## src/hw/rtl/gdsc_ram.sv

```systemverilog
// ----------------------------------------------------------------------------
// gdsc_ram: generic single-write, single-read RAM
// One write port and one read port with registered read data.
// ----------------------------------------------------------------------------
module gdsc_ram #(
    parameter int WIDTH = 8,
    parameter int DEPTH = 16
) (
    input  logic                                      i_clk,
    input  logic                                      i_wr_en,
    input  logic [((DEPTH > 1) ? $clog2(DEPTH) : 1)-1:0] i_wr_addr,
    input  logic [WIDTH-1:0]                          i_wr_data,
    input  logic [((DEPTH > 1) ? $clog2(DEPTH) : 1)-1:0] i_rd_addr,
    output logic [WIDTH-1:0]                          o_rd_data
);

    logic [WIDTH-1:0] r_mem [DEPTH];
    logic [WIDTH-1:0] r_rd_data;

    // Write port and registered read port.
    always_ff @(posedge i_clk) begin
        if (i_wr_en) begin
            r_mem[i_wr_addr] <= i_wr_data;
        end
        r_rd_data <= r_mem[i_rd_addr];
    end

    assign o_rd_data = r_rd_data;

endmodule

```

## config.mk

```make
export PLATFORM = sky130hd
export DESIGN_NAME = gdsc_ram
export DESIGN_NICKNAME = d
export VERILOG_FILES = /design/src/hw/rtl/gdsc_ram.sv
export SDC_FILE = /design/constraint.sdc
export NUM_CORES = 1
export LEC_CHECK = 0
export ABC_AREA = 1
export BUFFER_PORTS_ARGS = -buffer_cell sky130_fd_sc_hd__buf_4
export CORE_UTILIZATION = 34
export DETAILED_ROUTE_END_ITERATION = 6
export PLACE_DENSITY = 0.6
export SLEW_MARGIN = 20
export SYNTH_ARGS = -nofsm -noshare
export SYNTH_HDL_FRONTEND = slang
export SYNTH_SLANG_ARGS = --single-unit
```

## constraint.sdc

```tcl
create_clock -name i_clk -period 1 [get_ports i_clk]
set_input_delay 0 -clock i_clk [delete_from_list [all_inputs] [get_ports i_clk]]
set_output_delay 0 -clock i_clk [all_outputs]
set_load 0.01 [all_outputs]
```

# [Yosys cells after proc, flatten, opt, wreduce, memory -nomap -nowiden]
# Memories as Yosys holds them, arrays and structs flattened. A register that Yosys moved wholly into a read port is not among the register bits.
# Cells that the tools add are included.
# Widths: inputs -> output; s select.
[totals] reg_bits=0 in_bits=18 ram_bits=128 mem_count=1 wordCells=3
[classes] mux=2
[mem_list] name="r_mem" words=16 word_bits=8 read_ports=1 rd_clocked_by_memory_dff=1 write_ports=1 line_no="17" text="logic [WIDTH-1:0] r_mem [DEPTH];"
[ops] op="$mux 1" n=2

# [Longest topological paths before layout]
# Gate-level depths: netlist of the first run.
[logic_depth] depth_word=2 ltp_mapped=8 mapped_depth_nobuf=7

# [Worst setup path after synthesis of the first run]
# OpenSTA, ideal clock, no wires.
[synth_path] path_kind="in2reg" startpoint="in i_wr_addr[3] in the netlist's numbering" endpoint="mem r_mem[4][0], enable pin" setup_time_ns=0.370 cell_stages=2 n_path_buf=0 t_required_ns=0.630 setup_slack_ns=0.049 arrival_time_ns=0.581 path_cell_list="nand3b_1 > nor2_1"
[synth_lines] element="start, declared" line_no="11" text="input logic [((DEPTH > 1) ? $clog2(DEPTH) : 1)-1:0] i_wr_addr,"
[synth_lines] element="end, declared" line_no="17"
# No word-level cell before the write port.

==> metrics.md, run 1 <==
| Metric | Value |
|---|---|
| RSZ-0062 raised after global routing | yes |
| First-pass GRT wire length | roughly 22000 um |
| PD cells | 1920 nW/um2 |
| Skew-Pair Late Insertion Delay | about 0.43 ns |
| Setup CP Type | reg2reg |
| Crit-path max FO | 1 |
| FF-to-FF End | o_rd_data[5] |
| Final hold vios | 0 |
| Slew @ Worst Pin | 0.364 ns |
| Drt drc | 0 |
| Final WS setup | about 0.035 ns |
| Fin nets | 629 |
| Max Transition Viols Final | 0 |
| Global route total overflow | 0 |
| Pwr Total | 13.8 mW |
| Top cell type's share of synthesized area | 0.667 |
| Clock H-tree levels | 4 |
| Root buffer cell | clkbuf_16 |
| Count leader, synth | nand2_1 |
| Post-CTS Setup Bufs | 0 |
| Layout cell share with drive strength beyond 1 | 0.178 |
| Worst vdd ir | 904 uV |
| Critical R2R Launch | r_mem[1][5] |
| Post-DR vias/cell | between 4 and 5 |
| Status | completed |
| Area leader, netlist | edfxtp_1 |
| Syn Area/Cell | roughly 10 um2 |
| Static leakage | 3.10 nW |
| Post-route clock period utilization | 0.965 |
| Worst Min Path Start | i_rd_addr[2] |
| Max Fclk | 1040 MHz |
| Worst Reg2Reg Path Length in Cells | 6 |
| Pre-antenna DRT Iters | 6 |
| Die footprint | 17500 um2 |
| Final number of setup-violating endpoints | 0 |
| Initial core utilization | 0.348 |
| Hold path cells | 5 |
| Antenna viol nets, final | 0 |
| CTS buffer count | 17 |
| Initial DRC Count | 369 |
| Syn Std Cell Area | 5770 um2 |
| Final Util | 0.433 |
| GPL Wtd Cong | 0.823 |
| Net Count, Synth | 569 |
| Slew headroom | 0.757 |
| Post-synth EDFFs | about 130 |
| MaxCap Viol Count | 0 |
| Die W | 132 um |
| Sequential area share after synthesis | 0.694 |
| HPWL after DPL | 8480 um |
| Clk_skew | between 0.01 and 0.015 ns |
| R2r setup slk | 0.03 ns |
| Main synth FF type | edfxtp_1 |
| DR vias | 3919 |
| Post-synth cell types | 12 |
| Class of the worst hold path | in2reg |
| Area Growth Syn to Fin | 24.6% |
| Pin count of the biggest net entering global routing | 65 |
| Clk slew on worst S/H paths | ~0.05 ns |
| CP Data Arrival Time | 1.28 ns |
| Final min period | 0.965 ns |
| Dpl ws | -0.0502 ns |
| Die height | 132 um |
| CTS Sinks | 136 |
| Total GRT Usage | 0.168 |
| Synth area leaders | edfxtp_1 67%, nand2_1 11%, nand3_1 8.4% |
| Ys async rst share | 0 |
| CORE AREA | between 15000 and 20000 um2 |
| Worst Setup End Kind | register |
| Ys Warns | 0 |
| CTS tree | done |
| Synthesized instance count | 551 |
| Post-synthesis register bit count | 136 |
| CTS Buffer Depth | 2 |
| DR WL/cell | 16.2 um |
| Routed wire length | 13600 um |
| # diodes | 0 |
| Post-synth top cells | 173 x nand2_1, 128 x edfxtp_1, 100 x inv_1, 97 x nand3_1, 17 x nor2_1 |
| Initial antenna violation count | 0 |
| PortBufs | 25 |
| Vias in the first global route | 3784 |
| CP startpoint kind | register |
| FP Rows | 47 |
| Req. time, crit path | around 1.3 ns |
| I/O Pins | 26 |
| Hold EP | o_rd_data[7] |
## area by class of cell
class | instances | area [um2]
flip-flops and latches | 136 | 4000
clock inverters | 12 | 178
well taps | 220 | 275
repair buffers | 65 | 586
multi-input cells | 289 | 1320
inverters | 102 | 383
fillers | 1549 | 9400
clock buffers | 20 | 437
## power breakdown
group          total, mW  switching (mW)  internal, mW  leakage (nW)
clock network       6.45            2.28          4.16         0.298
registers           6.42          0.0458          6.37          1.22
logic              0.958           0.605         0.353          1.58
total               13.8            2.93          10.9          3.10
## state kept, by name (all words and copies together), names as in the netlist
| signal | count |
|---|---|
| o_rd_data | 8 |
| r_mem | 128 |
## layer usage
layer	up-vias	wire (um)	GRT usage
met5	-	0	0
met4	0	249	0.0594
met3	22	709	0.0431
met2	115	6430	0.260
met1	1890	6250	0.229
li1	1892	-	-
## worst max-delay path by stage
stage,from,endpoint,cells after the start
5_1_grt,r_mem[7][6],o_rd_data[6],6
6_report,r_mem[1][5],o_rd_data[5],6
3_5_place_dp,i_rd_addr[0],o_rd_data[5],7
3_3_place_gp,i_rd_addr[0],o_rd_data[6],8
2_1_floorplan,i_wr_addr[3],r_mem[4][0],2
4_1_cts,r_mem[1][7],o_rd_data[7],6
## layout by cell type (no fill, tap or decap)
cell           instances
dlygate4sd3_1          9
clkbuf_1               3
nand3_2               22
clkinvlp_4             1
nor2_1                17
nand2_1              173
bufinv_16              4
inv_1                 98
inv_2                  4
nand3_1               75
clkbuf_16             17
buf_12                 6
nand3b_1               2
clkinv_4               4
dfxtp_1                8
edfxtp_1             128
buf_4                 50
clkinv_2               3
## per-stage QoR
stage	instances	setup TNS, ns	instance area (um2)	hold slack (ns)
after floorplan	551	0	5770	0.0989
after global placement	803	-0.461	6370	0.317
after detailed placement	803	-1.17	6370	0.319
after CTS	844	0	7090	0.0968
after global routing	844	-0.0518	7190	0.124
final	844	0	7190	0.121
## cells by family after synthesis
family                 share of synthesized area
AND/OR/NAND/NOR                            0.210
flip-flops                                 0.694
buffers and inverters                     0.0952
## what timing repair did
item,in CTS,in global routing
hold buffers,9,0
endpoints found under the setup margin,2,8
gates resized for setup,3,21
pin swaps,0,9
hold endpoints to repair,136,0
## worst max-delay path: stages (launching register included)
cell and delay [ns]:
edfxtp_1 0.38, inv_2 0.06, nand2_1 0.05, nand3_1 0.10, nand3_2 0.10, nand3_2 0.10, nand2_1 0.06
Note: power is estimated with default switching activity, not from simulation.
==> run 2: changes to the inputs <==
- PLACE_DENSITY: 0.6 -> unset
- PLACE_DENSITY_LB_ADDON: unset -> 0.05
==> run 2 against run 1 <==
The flow now finishes with violations (negative hold slack). Combinational power is 3.3% higher. Sequential share of layout area hardly changed. Worst hold slack worse by 0.19 ns. Count of clock-buffer cells in the layout is 3 lower. Setup slack worse by 0.0058 ns. Wire length is 6.1% higher. Clock power is 5.3% lower. Sequential cell count stayed put. Largest cell class unchanged. Highest routed layer unchanged.
==> metrics.md, run 2 (synthesis gave the netlist of run 1 again) <==
| Metric | Value |
|---|---|
| I/O Pins | 26 (unchanged) |
| Commonest non-fill, non-tap cells in the layout | 170 x nand2_1, 128 x edfxtp_1, 100 x inv_1 |
| Cts hold-fix bufs | 8 (-1) |
| Static leakage | 3.07 nW (-0.95%) |
| CORE AREA | 16600 um2 (unchanged) |
| PortBufs | 25 (unchanged) |
| Die height | 132 um (unchanged) |
| Met2 routed WL | 7000 um (+8.8%) |
| Antenna viol nets, final | 0 (unchanged) |
| Final number of setup-violating endpoints | 0 (unchanged) |
| Status | complete, but fails checks |
| Total GRT Usage | 0.182 (+0.0137) |
| Max reg flops | 128 (unchanged) |
| Post-DR vias/cell | 4.48 (-3.6%) |
| Routed length on met1 | 6780 um (+8.5%) |
| Critical R2R Launch | r_mem[1][4] |
| HPWL after DPL | 9230 um (+8.8%) |
| Clock H-tree levels | 4 (unchanged) |
| Max layer used | met4 |
| Post-CTS Setup Bufs | 0 (unchanged) |
| First-pass GRT wire length | 22600 um (+5.0%) |
| CP startpoint kind | register |
| Placed Area | 6360 um2 (-0.24%) |
| Final min period | 0.971 ns (+0.00584 ns) |
| DR vias | 3764 (-4.0%) |
| Global route total overflow | 0 (unchanged) |
| Fill count | 1642 (+6.0%) |
| Worst vdd ir | 1150 uV (+28%) |
| Routed wire length | 14500 um (+6.1%) |
| Hold EP | o_rd_data[5] |
| Most common cell after layout, fill and taps aside | nand2_1 |
| Initial DRC Count | 236 (-36%) |
| CTS Sinks | 136 (unchanged) |
| Skew-Pair Late Insertion Delay | 0.42 ns (about the same) |
| GPL Wtd Cong | 0.733 (-11%) |
| Final WS setup | 0.0290 ns (-0.00584 ns) |
| Clk slew on worst S/H paths | 0.06 ns (about the same) |
| FF-to-FF End | o_rd_data[4] |
| CTS buffer count | 17 (unchanged) |
| Initial core utilization | 0.348 (unchanged) |
| Slew @ Worst Pin | 0.475 ns (+0.112 ns) |
| CTS Buffer Depth | 2 (unchanged) |
| Worst Reg2Reg Path Length in Cells | 6 (unchanged) |
| RSZ-0062 raised after global routing | yes |
| Final Util | 0.433 (about the same) |
| Pre-antenna DRT Iters | 4 (-2) |
| Worst Min Path Start | i_rd_addr[3] |
| Max Transition Viols Final | 0 (unchanged) |
| MaxCap Viol Count | 0 (unchanged) |
| Worst Setup SP | r_mem[1][4] |
| Failing checks | negative hold slack |
| Pin count of the biggest net entering global routing | 34 (-48%) |
| Post-route clock period utilization | 0.971 (+0.00584) |
| Die W | 132 um (unchanged) |
| Layout cell share with drive strength beyond 1 | 0.188 (+0.0105) |
| Area Growth Syn to Fin | 24.5% (about the same) |
| PD cells | 1880 nW/um2 (-2.3%) |
| Fin area | 7180 um2 (about the same) |
| Pwr Total | 13.5 mW (-2.3%) |
| Setup CP Type | reg2reg |
| Initial antenna violation count | 0 (unchanged) |
| Placed cell count | 801 (-0.25%) |
| Worst Setup End Kind | register |
| Clk_skew | 0.00328 ns (-0.00888 ns) |
| Setup tns final | 0 ns (unchanged) |
| Fin nets | 626 (-0.48%) |
| Most flops, register | r_mem |
| Crit-path max FO | 1 (unchanged) |
| FP Rows | 47 (unchanged) |
| # diodes | 0 (unchanged) |
| Hold Worst Slack | -0.0710 ns (-0.192 ns) |
| Class of the worst hold path | in2reg |
| Vias in the first global route | 3794 (+0.26%) |
| Max Fclk | 1030 MHz (-0.60%) |
| DR WL/cell | 17.2 um (+6.5%) |
| R2r setup slk | 0.03 ns (about the same) |
| Met3 wire len | 474 um (-33%) |
| Dpl ws | -0.145 ns (-0.0951 ns) |
| CTS tree | done |
| Drt drc | 0 (unchanged) |
| CP Data Arrival Time | 1.28 ns (about the same) |
| Final hold vios | 8 (+8) |
| Root buffer cell | clkbuf_16 |
| Slew headroom | 0.683 (-0.0744) |
| Die footprint | 17500 um2 (unchanged) |
| Hold path cells | 3 (-2) |
| Fin cells | 841 (-0.36%) |
| Req. time, crit path | 1.31 ns (about the same) |
run 2: cell count changes in the layout (fill, tap and decap cells not counted), moves of 3 or more:
cell	before	now
nand3_1	75	68
nand3_2	22	27
clkinvlp_4	1	5
clkbuf_1	3	0
clkinv_1	0	3
clkinv_2	3	0
inv_6	0	3
nand2_1	173	170
nand2_2	0	3
run 2: timing repair:
action                                 in CTS  in global routing
pin swaps                                   1                 10
endpoints found under the hold margin     136                  8
setup endpoints to repair                   5                  8
resized for setup                           9                 25
run 2: worst max-delay path by stage:
| stage | to | slack (ns) | cells after the start |
|---|---|---|---|
| after floorplan | r_mem[4][0] | 0.05 | 2 |
| after global placement | o_rd_data[0] | -0.13 | 8 |
| after detailed placement | o_rd_data[0] | -0.15 | 8 |
| after CTS | o_rd_data[2] | -0.01 | 6 |
| after global routing | o_rd_data[6] | -0.04 | 6 |
| final | o_rd_data[4] | 0.03 | 6 |
run 2: power breakdown:
group	total (mW)	switching (mW)	internal (mW)
Clock	6.11	2.44	3.67
Combinational	0.990	0.633	0.357
Sequential	6.41	0.0365	6.37
run 2: routing by layer:
layer  GRT usage  up-vias
met1       0.238     1788
met4      0.0575        0
met3      0.0396       17
li1            -     1889
met2       0.300       70
met5           0        -
run 2: layout make-up:
type	count	area [um2]	area share
Timing Repair Buffer	62	561	0.0780
Inverter	102	383	0.0533
Clock inverter	15	153	0.0213
Tap cell	220	275	0.0383
Clock buffer	17	425	0.0592
Sequential cell	136	4000	0.557
Multi-Input combinational cell	289	1380	0.192
run 2: critical path: stages (launching register included):
cell and delay [ns]:
edfxtp_1 0.36, inv_1 0.06, nand2_1 0.05, nand3_1 0.09
nand3_1 0.11, nand3_2 0.12, nand2_1 0.07
