[config.mk]
export PLATFORM = sky130hd
export DESIGN_NAME = gdsc_match
export DESIGN_NICKNAME = d
export VERILOG_FILES = /design/src/hw/rtl/gdsc_pkg.sv /design/src/hw/rtl/gdsc_match.sv
export SDC_FILE = /design/constraint.sdc
export NUM_CORES = 1
export LEC_CHECK = 0
export ABC_AREA = 1
export BUFFER_PORTS_ARGS = -buffer_cell sky130_fd_sc_hd__buf_2
export CAP_MARGIN = 25
export CORE_MARGIN = 5
export CORE_UTILIZATION = 35
export DETAILED_ROUTE_END_ITERATION = 7
export GPL_ROUTABILITY_DRIVEN = 0
export PLACE_DENSITY = 0.84
export SLEW_MARGIN = 20
export SYNTH_ARGS = -nofsm -noshare
export SYNTH_HDL_FRONTEND = slang
export SYNTH_SLANG_ARGS = --single-unit
[constraint.sdc]
create_clock -name vclk -period 0.8
set_input_delay 0.04 -clock vclk [all_inputs]
set_output_delay 0.04 -clock vclk [all_outputs]
set_load 0.02 [all_outputs]
[src/hw/rtl/gdsc_pkg.sv]
// ----------------------------------------------------------------------------
// gdsc_pkg: shared types and constants of the dictionary symbol coder
// Beat layouts, codebook entry layout, sequencer states and the prefix mask.
// ----------------------------------------------------------------------------
package gdsc_pkg;

    // Codebook depth and the width of an entry number.
    localparam int BOOK_ENTRIES = 256;
    localparam int IDX_W        = (BOOK_ENTRIES > 1) ? $clog2(BOOK_ENTRIES) : 1;
    localparam int SYM_BYTES    = 4;

    // Item kinds carried by an input beat.
    typedef enum logic [1:0] {
        MODE_LOAD   = 2'd0,
        MODE_ENCODE = 2'd1,
        MODE_END    = 2'd2,
        MODE_DECODE = 2'd3
    } t_mode;

    typedef struct packed {
        t_mode        mode;
        logic [7:0]   entry_index;
        logic [2:0]   entry_length;
        logic [31:0]  entry_bytes;
        logic [7:0]   value;
    } t_in_beat;

    typedef struct packed {
        logic [7:0]   out_byte;
        logic         last_of_run;
    } t_out_beat;

    // One codebook entry as it is kept in the RAM.
    typedef struct packed {
        logic [2:0]   len;
        logic [31:0]  sym;
    } t_entry;

    localparam int ENTRY_W = $bits(t_entry);

    // Sequencer states.
    typedef enum logic [5:0] {
        ST_IDLE  = 6'b000001,
        ST_SCAN  = 6'b000010,
        ST_FIN   = 6'b000100,
        ST_EMIT  = 6'b001000,
        ST_DRD   = 6'b010000,
        ST_DEMIT = 6'b100000
    } t_state;

    // Mask that keeps the first n symbol bytes of a word.
    function automatic logic [31:0] prefix_mask(input logic [2:0] n);
        logic [31:0] m;
        case (n)
            3'd0:    m = 32'h0000_0000;
            3'd1:    m = 32'h0000_00FF;
            3'd2:    m = 32'h0000_FFFF;
            3'd3:    m = 32'h00FF_FFFF;
            default: m = 32'hFFFF_FFFF;
        endcase
        return m;
    endfunction

endpackage

[src/hw/rtl/gdsc_match.sv]
// ----------------------------------------------------------------------------
// gdsc_match: codebook entry compare unit
// Checks one entry against the window prefix of every allowed length.
// ----------------------------------------------------------------------------
module gdsc_match
    import gdsc_pkg::*;
(
    input  t_entry       i_entry,
    input  logic         i_entry_vld,
    input  logic [31:0]  i_window,
    input  logic [2:0]   i_avail,
    output logic [3:0]   o_hit
);

    // Bit L-1 is set when the entry holds exactly L bytes equal to the
    // first L window bytes, and L bytes are available.
    always_comb begin
        for (int l = 1; l <= SYM_BYTES; l++) begin
            o_hit[l-1] = i_entry_vld
                       && (i_entry.len == 3'(l))
                       && (i_entry.sym == (i_window & prefix_mask(3'(l))))
                       && (3'(l) <= i_avail);
        end
    end

endmodule

### Word level (Yosys, flattened, before mapping)

Cells that the tools add are included.

* reductions and logical operators: 12
* order comparisons: 4
* equal/unequal tests: 8

Operators by type and width (count)
* 32-bit by 16-bit == test with 1-bit output: 1
* 32-bit by 24-bit == test with 1-bit output: 1
* 32-bit == test: 1
* 32-bit by 8-bit == test with 1-bit output: 1
* 1-bit logical AND: 12
* 3-bit by 2-bit == test with 1-bit output (second input constant): 2
* 2-bit by 3-bit <= comparator with 1-bit output (first input constant): 2
* 3-bit by 1-bit == test with 1-bit output (second input constant): 1
* 3-bit == test (second input constant): 1
* 1-bit by 3-bit <= comparator with 1-bit output (first input constant): 1
* 3-bit <= comparator (first input constant): 1

* register bits after elaboration: 0
* input bits: 71
* word-level logic and storage cells: 24
* output and inout port bits: 4

### Longest topological paths before layout

Gate-level depths: netlist of run 1.

* depth in word-level cells: 4
* mapped depth: 8
* gate-level depth less buffers: 8

### Worst setup path after synthesis of run 1

OpenSTA, ideal clock, no wires.

* kind: input to output
* start: in i_window[2]
* end: out o_hit[2]
* cell stages on the path: 7
* slack: -0.027 ns
* buffers on the path: 0
* required time: 0.760 ns
* arrival: 0.787 ns
* cell sequence: nor2_1 nor2_1 nor2_1 nand2_1 nor2_2 nand2_2 nor2_1

* longest elaborated chain between the ends: 3

Ends and longest elaborated chain
* from (decl): RTL line gdsc_match.sv:10 `input logic [31:0] i_window,`
* 32-bit by 24-bit == test with 1-bit output: RTL line gdsc_match.sv:21 `&& (i_entry.sym == (i_window & prefix_mask(3'(l))))`
* 1-bit logical AND: RTL line gdsc_match.sv:21
* 1-bit logical AND: RTL line gdsc_match.sv:22 `&& (3'(l) <= i_avail);`
* to (decl): RTL line gdsc_match.sv:12 `output logic [3:0] o_hit`

No other way between the ends.

### Final worst setup path of run 1

* start: in i_window[4]
* end: out o_hit[1]

* longest elaborated chain between the ends: 3

Ends and longest elaborated chain (RTL line)
* 32-bit by 16-bit == test with 1-bit output: gdsc_match.sv:21
* 1-bit logical AND: gdsc_match.sv:21
* 1-bit logical AND: gdsc_match.sv:22

No other way between the ends.

==> results of run 1 <==
critical path, stage by stage:
cell and delay (ps):
sky130_fd_sc_hd__buf_6 70, sky130_fd_sc_hd__inv_1 50, sky130_fd_sc_hd__nand2_2 60, sky130_fd_sc_hd__nand2_2 60
sky130_fd_sc_hd__nor2_2 100, sky130_fd_sc_hd__nand2_1 70, sky130_fd_sc_hd__nor2_2 120, sky130_fd_sc_hd__nand2_2 90
sky130_fd_sc_hd__nor2_2 100, sky130_fd_sc_hd__buf_4 140
worst min-delay path by stage:
stage                start       end  slack (ps)  cells past startpoint
5_1_grt        i_entry_vld  o_hit[0]         600                      6
3_3_place_gp   i_entry[32]  o_hit[1]         540                      6
6_report       i_entry_vld  o_hit[0]         540                      6
4_1_cts        i_entry[32]  o_hit[1]         540                      6
2_1_floorplan  i_entry[32]  o_hit[1]         240                      3
3_5_place_dp   i_entry[32]  o_hit[1]         550                      6
per-stage QoR:
step	utilization	total power [mW]	area [um^2]
4_1_cts	0.604	0.517	1340
2_1_floorplan	-	0.222	807
5_1_grt	0.632	0.622	1400
3_5_place_dp	0.557	0.469	1230
6_report	0.632	0.549	1400
3_3_place_gp	0.557	0.458	1230
layout by cell type, fill, tap and decap left out, drive strengths merged:
master | netlist | routed
buf | 0 | 77
nor2 | 43 | 43
xor2 | 8 | 8
a21oi | 2 | 2
inv | 51 | 51
and2 | 1 | 1
nand4 | 3 | 3
nand2 | 81 | 81
nor3 | 1 | 1
nand3 | 6 | 6
repair_timing:
action / 4_1_cts / 5_1_grt
pin swaps: 16 / 11
endpoints found under the hold margin: 0 / 0
gates resized for setup: 25 / 18
setup endpoints to repair: 4 / 4
area by class of cell:
cell class / instances / share of cell area
repair buffers: 77 / 0.357
well taps: 28 / 0.0250
inverters: 51 / 0.137
multi-input cells: 145 / 0.481
per-layer routing:
metal / routed length, um / vias to the layer above / track usage
met5: 0 / - / 0
met4: 0 / 0 / 0
met3: 198 / 0 / 0.0156
met2: 1360 / 42 / 0.279
met1: 999 / 488 / 0.140
li1: - / 707 / -
power groups by stage:
| stage | clock network [mW] | registers [mW] | logic, mW |
|---|---|---|---|
| final | 0 | 0 | 0.549 |
| after global routing | 0 | 0 | 0.622 |
| after CTS | 0 | 0 | 0.517 |
| after detailed placement | 0 | 0 | 0.469 |
| after global placement | 0 | 0 | 0.458 |
| after floorplan | 0 | 0 | 0.222 |
cell families (layout without fill, tap and decap cells):
logic type / after synthesis / after routing / share of synthesized area
XOR/XNOR: 8 / 8 / 0.0871
buffers and inverters: 51 / 128 / 0.238
AND/OR/NAND/NOR: 135 / 135 / 0.663
AO/OA/AOI/OAI: 2 / 2 / 0.0124
synthesized netlist by cell type (all sizes together):
library cell,count,area share
and2,1,0.0078
nand3,6,0.037
a21oi,2,0.012
nor3,1,0.0062
xor2,8,0.087
nor2,43,0.21
nand4,3,0.023
nand2,81,0.38
inv,51,0.24
==> flow_summary.json, run 1 <==
{
  "outcome": "finished, violations left",
  "failing_checks": "setup timing",
  "final-max-slew-violation-count": 0,
  "layout-area-overhead-vs-synth_pct": 73.9,
  "pwr-share-seq": 0,
  "grt_remaining_overflow": 0,
  "pin_count_of_the_biggest_net_entering_global_routing": 4,
  "grt_pass1_vias": 1046,
  "switching_share_of_power": 0.468,
  "post-place-ws_ps": -177,
  "io_buffers": 75,
  "fin_hold_ws_ps": 536,
  "ant_nets": 0,
  "cts_setup_buffers": 0,
  "post-route-drc-count": 0,
  "static-leakage-power_nw": 0.924,
  "worstSetupStartpointType": "input port",
  "place.detailed.instances": 301,
  "fillers": 224,
  "max-cap-violations": 0,
  "cell_internal_pwr_uw": 292,
  "number_of_instances_in_the_synthesized_netlist": 196,
  "detail_route.wl_per_cell_um": 8.49,
  "final-setup-viol-count": 4,
  "hold_path_class": "in -> out",
  "worst_pin_slew_ps": 140,
  "power_density_mw_per_mm2": 392,
  "ys_warnings": 0,
  "detail_route.first_pass.iterations": 3,
  "net_count_after_synthesis": 267,
  "fp.dieW_um": 57.9,
  "pin_count": 75,
  "dr.first_iter.drc_count": 18,
  "worst_ep_required_time_ps": 760,
  "multi_input_comb_area_um2": 673,
  "ys_seq_area_frac": 0,
  "clock_buffer_count": 0,
  "die_area_mm2": 0.00336,
  "grtUsageTotal": 0.131,
  "final_cell_count_no_fill": 301,
  "final.min_clock_period_ps": 947,
  "cts_hold_repair.buffers": 0,
  "share_of_power_burned_in_combinational_logic": 1.000,
  "critPathLaunch": "i_window[4]",
  "endpoint_kind": "primary output",
  "unrepaired_setup_endpoints_after_global_routing": "yes",
  "vias_post_dr": 1237,
  "flops_and_latches": 0,
  "drive_above_1_share": 0.370,
  "worst_slew_margin_rel": 0.906,
  "route.final.wire_length_mm": 2.56,
  "criticalPathCategory": "in -> out",
  "irDropWorstVdd_v": 0.000227,
  "final.setup.tns_ps": -530,
  "antennaDiodeCount": 0,
  "worst-endpoint-arrival_ps": 910,
  "global_route_wire_length_before_repair_mm": 3.77,
  "power.clock.fraction": 0,
  "tcrit_tclk_final": 1.18,
  "post_synth.cell_area_avg_um2": 4.10,
  "rows": 17,
  "antenna_violations_before_repair": 0,
  "final_hold_viol_count": 0,
  "syn-cell-area_um2": 805,
  "power_switching_uw": 257,
  "avgViaCountPerCell": 4.11,
  "critical_path.max_fanout": 3,
  "die_height_um": 57.9,
  "fin_ws_ps": -147,
  "place_hpwl_mm": 2.14,
  "initial_core_util": 0.364,
  "floorplan.core_area_mm2": 0.00221,
  "finish.net_count": 346,
  "timing.fmax_mhz": 1060,
  "synth.distinct_cells": 11,
  "ff_latch_area_um2": 0,
  "worst_setup_path_endpoint": "o_hit[1]"
}
(Power assumes the default switching activity.)
==> inputs of run 2 (changes only) <==
--- a/config.mk
+++ b/config.mk
@@ -5,14 +5,14 @@
 export SDC_FILE = /design/constraint.sdc
 export NUM_CORES = 1
 export LEC_CHECK = 0
-export ABC_AREA = 1
 export BUFFER_PORTS_ARGS = -buffer_cell sky130_fd_sc_hd__buf_2
 export CAP_MARGIN = 25
 export CORE_MARGIN = 5
-export CORE_UTILIZATION = 35
+export CORE_UTILIZATION = 29
 export DETAILED_ROUTE_END_ITERATION = 7
 export GPL_ROUTABILITY_DRIVEN = 0
-export PLACE_DENSITY = 0.84
+export PLACE_DENSITY = 0.85
+export SETUP_SLACK_MARGIN = 0.4
 export SLEW_MARGIN = 20
 export SYNTH_ARGS = -nofsm -noshare
 export SYNTH_HDL_FRONTEND = slang
==> run 2 against run 1 <==
The run still ends with setup timing left. Combinational power decreased by 8.0%. Synthesized cell count decreased by 68%. Sequential share of layout area unchanged. Via count decreased by 30%. Global-route usage increased by 3.0 points. Count of clock-buffer cells in the layout unchanged. First-iteration DRC count decreased by 83%. Hold slack got worse by 91 ps.
==> flow_summary.json, run 2 <==
{
  "outcome": "finished, violations left",
  "failing_checks": "setup timing",
  "commonest_non_fill_non_tap_cell_in_the_layout": "sky130_fd_sc_hd__buf_2",
  "fin_ws_ps": -611,
  "max-cap-violations": 0,
  "net_count_after_synthesis": 134,
  "avgViaCountPerCell": 4.70,
  "ys_top_cells_by_area": "sky130_fd_sc_hd__xor2_1, sky130_fd_sc_hd__nor4_1, sky130_fd_sc_hd__nor4_2",
  "post-route-drc-count": 0,
  "syn-cell-area_um2": 523,
  "synth_top_cell_by_area": "sky130_fd_sc_hd__xor2_1",
  "worstSetupStartpointType": "input port",
  "final.min_clock_period_ps": 1410,
  "multi_input_comb_area_um2": 592,
  "drive_above_1_share": 0.696,
  "final-setup-viol-count": 4,
  "endpoint_kind": "primary output",
  "final_cell_count_no_fill": 183,
  "fp.dieW_um": 52.5,
  "floorplan.core_area_mm2": 0.00173,
  "delay_of_the_slowest_cell_on_the_worst_path_ps": 290,
  "cts_hold_repair.buffers": 0,
  "place.detailed.instances": 181,
  "layout-area-overhead-vs-synth_pct": 130,
  "worst_slew_margin_rel": 0.785,
  "grt_pass1_vias": 918,
  "path_cells": "buf_2, buf_4, xor2_1, nor4_1, nand4_1, nor4_4, buf_4",
  "ys_seq_area_frac": 0,
  "die_height_um": 52.5,
  "worst_ep_required_time_ps": 760,
  "cp_num_cells": 7,
  "worst_path_most_repeated_cell": "sky130_fd_sc_hd__buf_4",
  "leading_cell_types_by_count_after_synthesis": "sky130_fd_sc_hd__xor2_1, sky130_fd_sc_hd__nor4_1, sky130_fd_sc_hd__nand4_1, sky130_fd_sc_hd__nor4_2, sky130_fd_sc_hd__xnor2_1",
  "antenna_violations_before_repair": 0,
  "total_power_uw": 505,
  "grtUsageTotal": 0.161,
  "detail_route.wl_per_cell_um": 13.4,
  "flops_and_latches": 0,
  "static-leakage-power_nw": 0.606,
  "detail_route.first_pass.iterations": 2,
  "synthDominantCellAreaShare": 0.486,
  "timing.critical_path.slowest_stage_cell": "sky130_fd_sc_hd__nor4_4",
  "timing.fmax_mhz": 709,
  "final_cell_mix": "sky130_fd_sc_hd__buf_2, sky130_fd_sc_hd__xor2_1, sky130_fd_sc_hd__buf_4",
  "critical_path.max_fanout": 2,
  "hold_depth": 3,
  "final_hold_viol_count": 0,
  "dr.first_iter.drc_count": 3,
  "timing.critical_path.max_delay_family": "simple AND/OR/NAND/NOR gates",
  "tcrit_tclk_final": 1.76,
  "place_hpwl_mm": 2.09,
  "finish.net_count": 231,
  "worst_pin_slew_ps": 319,
  "criticalPathCategory": "in -> out",
  "io_buffers": 75,
  "grt_remaining_overflow": 0,
  "die_area_mm2": 0.00275,
  "global_route_wire_length_before_repair_mm": 3.45,
  "fillers": 137,
  "vias_post_dr": 860,
  "rows": 15,
  "power_density_mw_per_mm2": 420,
  "pin_count": 75,
  "unrepaired_setup_endpoints_after_global_routing": "yes",
  "route.final.wire_length_mm": 2.45,
  "clock_buffer_count": 0,
  "synthMostInstantiatedCell": "sky130_fd_sc_hd__xor2_1",
  "irDropWorstVdd_v": 0.000258,
  "antennaDiodeCount": 0,
  "synth.distinct_cells": 19,
  "post_synth.cell_area_avg_um2": 8.30,
  "final-max-slew-violation-count": 0,
  "min_from": "i_entry[32]",
  "pin_count_of_the_biggest_net_entering_global_routing": 5,
  "ys_warnings": 0,
  "min_to": "o_hit[3]",
  "path_buf_inv": 3,
  "initial_core_util": 0.303,
  "ant_nets": 0,
  "worst-endpoint-arrival_ps": 1370,
  "ff_latch_area_um2": 0,
  "hold_path_class": "in -> out",
  "number_of_instances_in_the_synthesized_netlist": 63
}
==> run 2: worst max-delay path by stage <==
stage                 startpoint        to  slack [ps]
CTS                  i_window[6]  o_hit[1]        -600
global placement    i_window[15]  o_hit[1]        -620
floorplan            i_window[1]  o_hit[1]        -450
global route        i_window[19]  o_hit[3]        -670
detailed placement  i_window[13]  o_hit[1]        -640
finish               i_entry[31]  o_hit[3]        -610
==> run 2: layer usage <==
| layer | vias up | track usage | routed length, um |
|---|---|---|---|
| met5 | - | 0 | 0 |
| met1 | 387 | 0.144 | 751 |
| met3 | 4 | 0.0171 | 176 |
| met2 | 39 | 0.362 | 1480 |
| met4 | 0 | 0.0340 | 44 |
| li1 | 430 | - | - |
==> run 2: logic make-up (layout without fill, tap and decap cells) <==
| family | Yosys count | after routing | share of synthesized area |
|---|---|---|---|
| buffers and inverters | 0 | 95 | 0 |
| AND/OR/NAND/NOR | 29 | 29 | 0.438 |
| XOR/XNOR | 32 | 32 | 0.536 |
| AO/OA/AOI/OAI | 2 | 2 | 0.0263 |
==> run 2: layout make-up <==
cell class,instances,area share
well taps,25,0.0260
repair buffers,95,0.482
multi-input cells,63,0.492
==> run 2: per-stage QoR <==
step	util	cell area (um^2)	hold slack (ps)	TNS [ps]	setup slack (ps)
after detailed placement	0.633	1090	442	-2350	-637
after global placement	0.633	1090	442	-2280	-618
after global routing	0.697	1200	460	-2430	-666
final	0.697	1200	446	-2280	-611
after CTS	0.664	1150	442	-2220	-599
after floorplan	-	551	117	-1690	-448
==> run 2: timing repair <==
action | 4_1_cts | 5_1_grt
buffers inserted | 1 | 1
setup endpoints to repair | 4 | 4
pin swaps | 4 | 13
gates resized for setup | 10 | 8
==> run 2: power breakdown <==
part	switching, mW	internal (mW)
logic	0.210	0.295
registers	0	0
clock network	0	0
==> inputs of run 3 (changes only) <==
--- a/config.mk
+++ b/config.mk
@@ -8,10 +8,10 @@
 export BUFFER_PORTS_ARGS = -buffer_cell sky130_fd_sc_hd__buf_2
 export CAP_MARGIN = 25
 export CORE_MARGIN = 5
-export CORE_UTILIZATION = 29
+export CORE_UTILIZATION = 32
 export DETAILED_ROUTE_END_ITERATION = 7
 export GPL_ROUTABILITY_DRIVEN = 0
-export PLACE_DENSITY = 0.85
+export PLACE_DENSITY = 0.89
 export SETUP_SLACK_MARGIN = 0.4
 export SLEW_MARGIN = 20
 export SYNTH_ARGS = -nofsm -noshare
==> constraint.sdc (replaced) <==
create_clock -name vclk -period 1.5
set_input_delay 0.075 -clock vclk [all_inputs]
set_output_delay 0.075 -clock vclk [all_outputs]
set_load 0.02 [all_outputs]
==> run 3 against run 2 <==
The run now ends clean. Global-route usage up 1.6 points. Sequential share of layout area is the same. Design area is 11% lower. Core utilization is 0.82 points higher. Non-clock buffer count down 18. Wire length grew 2.7%. Cell count is 15% lower. First-iteration DRC count rose to 3.0 times the previous value. Hold slack better by 70 ps.
==> flow_summary.json, run 3 (synthesis gave the netlist of run 2 again) <==
{
  "criticalPathCategory": "in -> out",
  "timing.fmax_mhz": 673,
  "worstSetupStartpointType": "input port",
  "fp.dieW_um": 50.4,
  "detail_route.first_pass.iterations": 4,
  "antennaDiodeCount": 0,
  "global_route_wire_length_before_repair_mm": 3.69,
  "pin_count": 75,
  "critical_path.max_fanout": 2,
  "initial_core_util": 0.343,
  "static-leakage-power_nw": 0.523,
  "worst_ep_required_time_ps": 1420,
  "antenna_violations_before_repair": 0,
  "finish.net_count": 213,
  "path_cells": "buf_6, or4_4, nor2_4, nand3_4, nor4b_4, buf_4",
  "post-route-drc-count": 0,
  "hold_depth": 3,
  "rows": 14,
  "delay_of_the_slowest_cell_on_the_worst_path_ps": 540,
  "endpoint_kind": "primary output",
  "final_hold_viol_count": 0,
  "final-setup-viol-count": 0,
  "pin_count_of_the_biggest_net_entering_global_routing": 5,
  "vias_post_dr": 853,
  "avgViaCountPerCell": 5.47,
  "detail_route.wl_per_cell_um": 16.1,
  "clock_buffer_count": 0,
  "final_cell_count_no_fill": 156,
  "irDropWorstVdd_v": 0.000174,
  "final_cell_mix": "sky130_fd_sc_hd__buf_2, sky130_fd_sc_hd__xor2_1, sky130_fd_sc_hd__buf_6",
  "power_density_mw_per_mm2": 228,
  "path_buf_inv": 2,
  "hold_path_class": "in -> out",
  "flops_and_latches": 0,
  "dr.first_iter.drc_count": 9,
  "ff_latch_area_um2": 0,
  "max-cap-violations": 0,
  "unrepaired_setup_endpoints_after_global_routing": "yes",
  "min_to": "o_hit[3]",
  "tcrit_tclk_final": 0.990,
  "grtUsageTotal": 0.177,
  "worst_slew_margin_rel": 0.659,
  "layout-area-overhead-vs-synth_pct": 106,
  "route.final.wire_length_mm": 2.52,
  "final-max-slew-violation-count": 0,
  "final.min_clock_period_ps": 1480,
  "floorplan.core_area_mm2": 0.00152,
  "io_buffers": 75,
  "commonest_non_fill_non_tap_cell_in_the_layout": "sky130_fd_sc_hd__buf_2",
  "final.setup.tns_ps": 0,
  "outcome": "complete, no violations",
  "grt_pass1_vias": 938,
  "place.detailed.instances": 155,
  "place_hpwl_mm": 2.10,
  "drive_above_1_share": 0.657,
  "grt_remaining_overflow": 0,
  "timing.critical_path.slowest_stage_cell": "sky130_fd_sc_hd__or4_4",
  "die_area_mm2": 0.00254,
  "min_from": "i_entry[32]",
  "worst_pin_slew_ps": 507,
  "die_height_um": 50.4,
  "ant_nets": 0,
  "worst-endpoint-arrival_ps": 1410,
  "timing.critical_path.max_delay_family": "simple AND/OR/NAND/NOR gates"
}
[run 3: changes by cell type in the layout (fill, tap and decap cells not counted), sizes merged]
| cell | change |
|---|---|
| buf | -18 |
[run 3: worst max-delay path by stage]
stage	slack (ps)	end	start	cells past startpoint
finish	20	o_hit[1]	i_entry[26]	6
global route	-40	o_hit[1]	i_entry[0]	7
CTS	5	o_hit[1]	i_entry[26]	6
detailed placement	-60	o_hit[1]	i_window[15]	7
global placement	30	o_hit[1]	i_window[1]	7
floorplan	180	o_hit[1]	i_window[1]	4
[run 3: stage by stage]
stage	power, mW	area (um^2)	hold slack [ps]	setup slack (ps)	utilization
after detailed placement	0.213	953	510	-58.9	0.626
after global routing	0.265	1070	533	-42.1	0.705
final	0.245	1070	516	15.2	0.705
after global placement	0.201	953	509	34.9	0.626
after CTS	0.234	1050	504	4.73	0.688
after floorplan	0.0818	551	187	182	-
[run 3: where the power goes]
| part | switching [mW] | internal (mW) |
|---|---|---|
| Combinational | 0.110 | 0.135 |
| Clock | 0 | 0 |
| Sequential | 0 | 0 |
| Total | 0.110 | 0.135 |
[run 3: area by class of cell]
| type | count | area [um^2] |
|---|---|---|
| Tap cell | 16 | 20.0 |
| Timing Repair Buffer | 77 | 464 |
| Fill cell | 117 | 449 |
| Multi-Input combinational cell | 63 | 591 |
[run 3: repair_timing]
action / 4_1_cts / 5_1_grt
hold buffers: 0 / 0
endpoints found under the setup margin: 4 / 4
buffers inserted: 1 / 0
resized for setup: 17 / 4
pin swaps: 14 / 1
[run 3: metal layers]
metal	track usage	wire, um
met1	0.176	750
met2	0.358	1410
met3	0.0296	270
met4	0.0596	84
met5	0	0
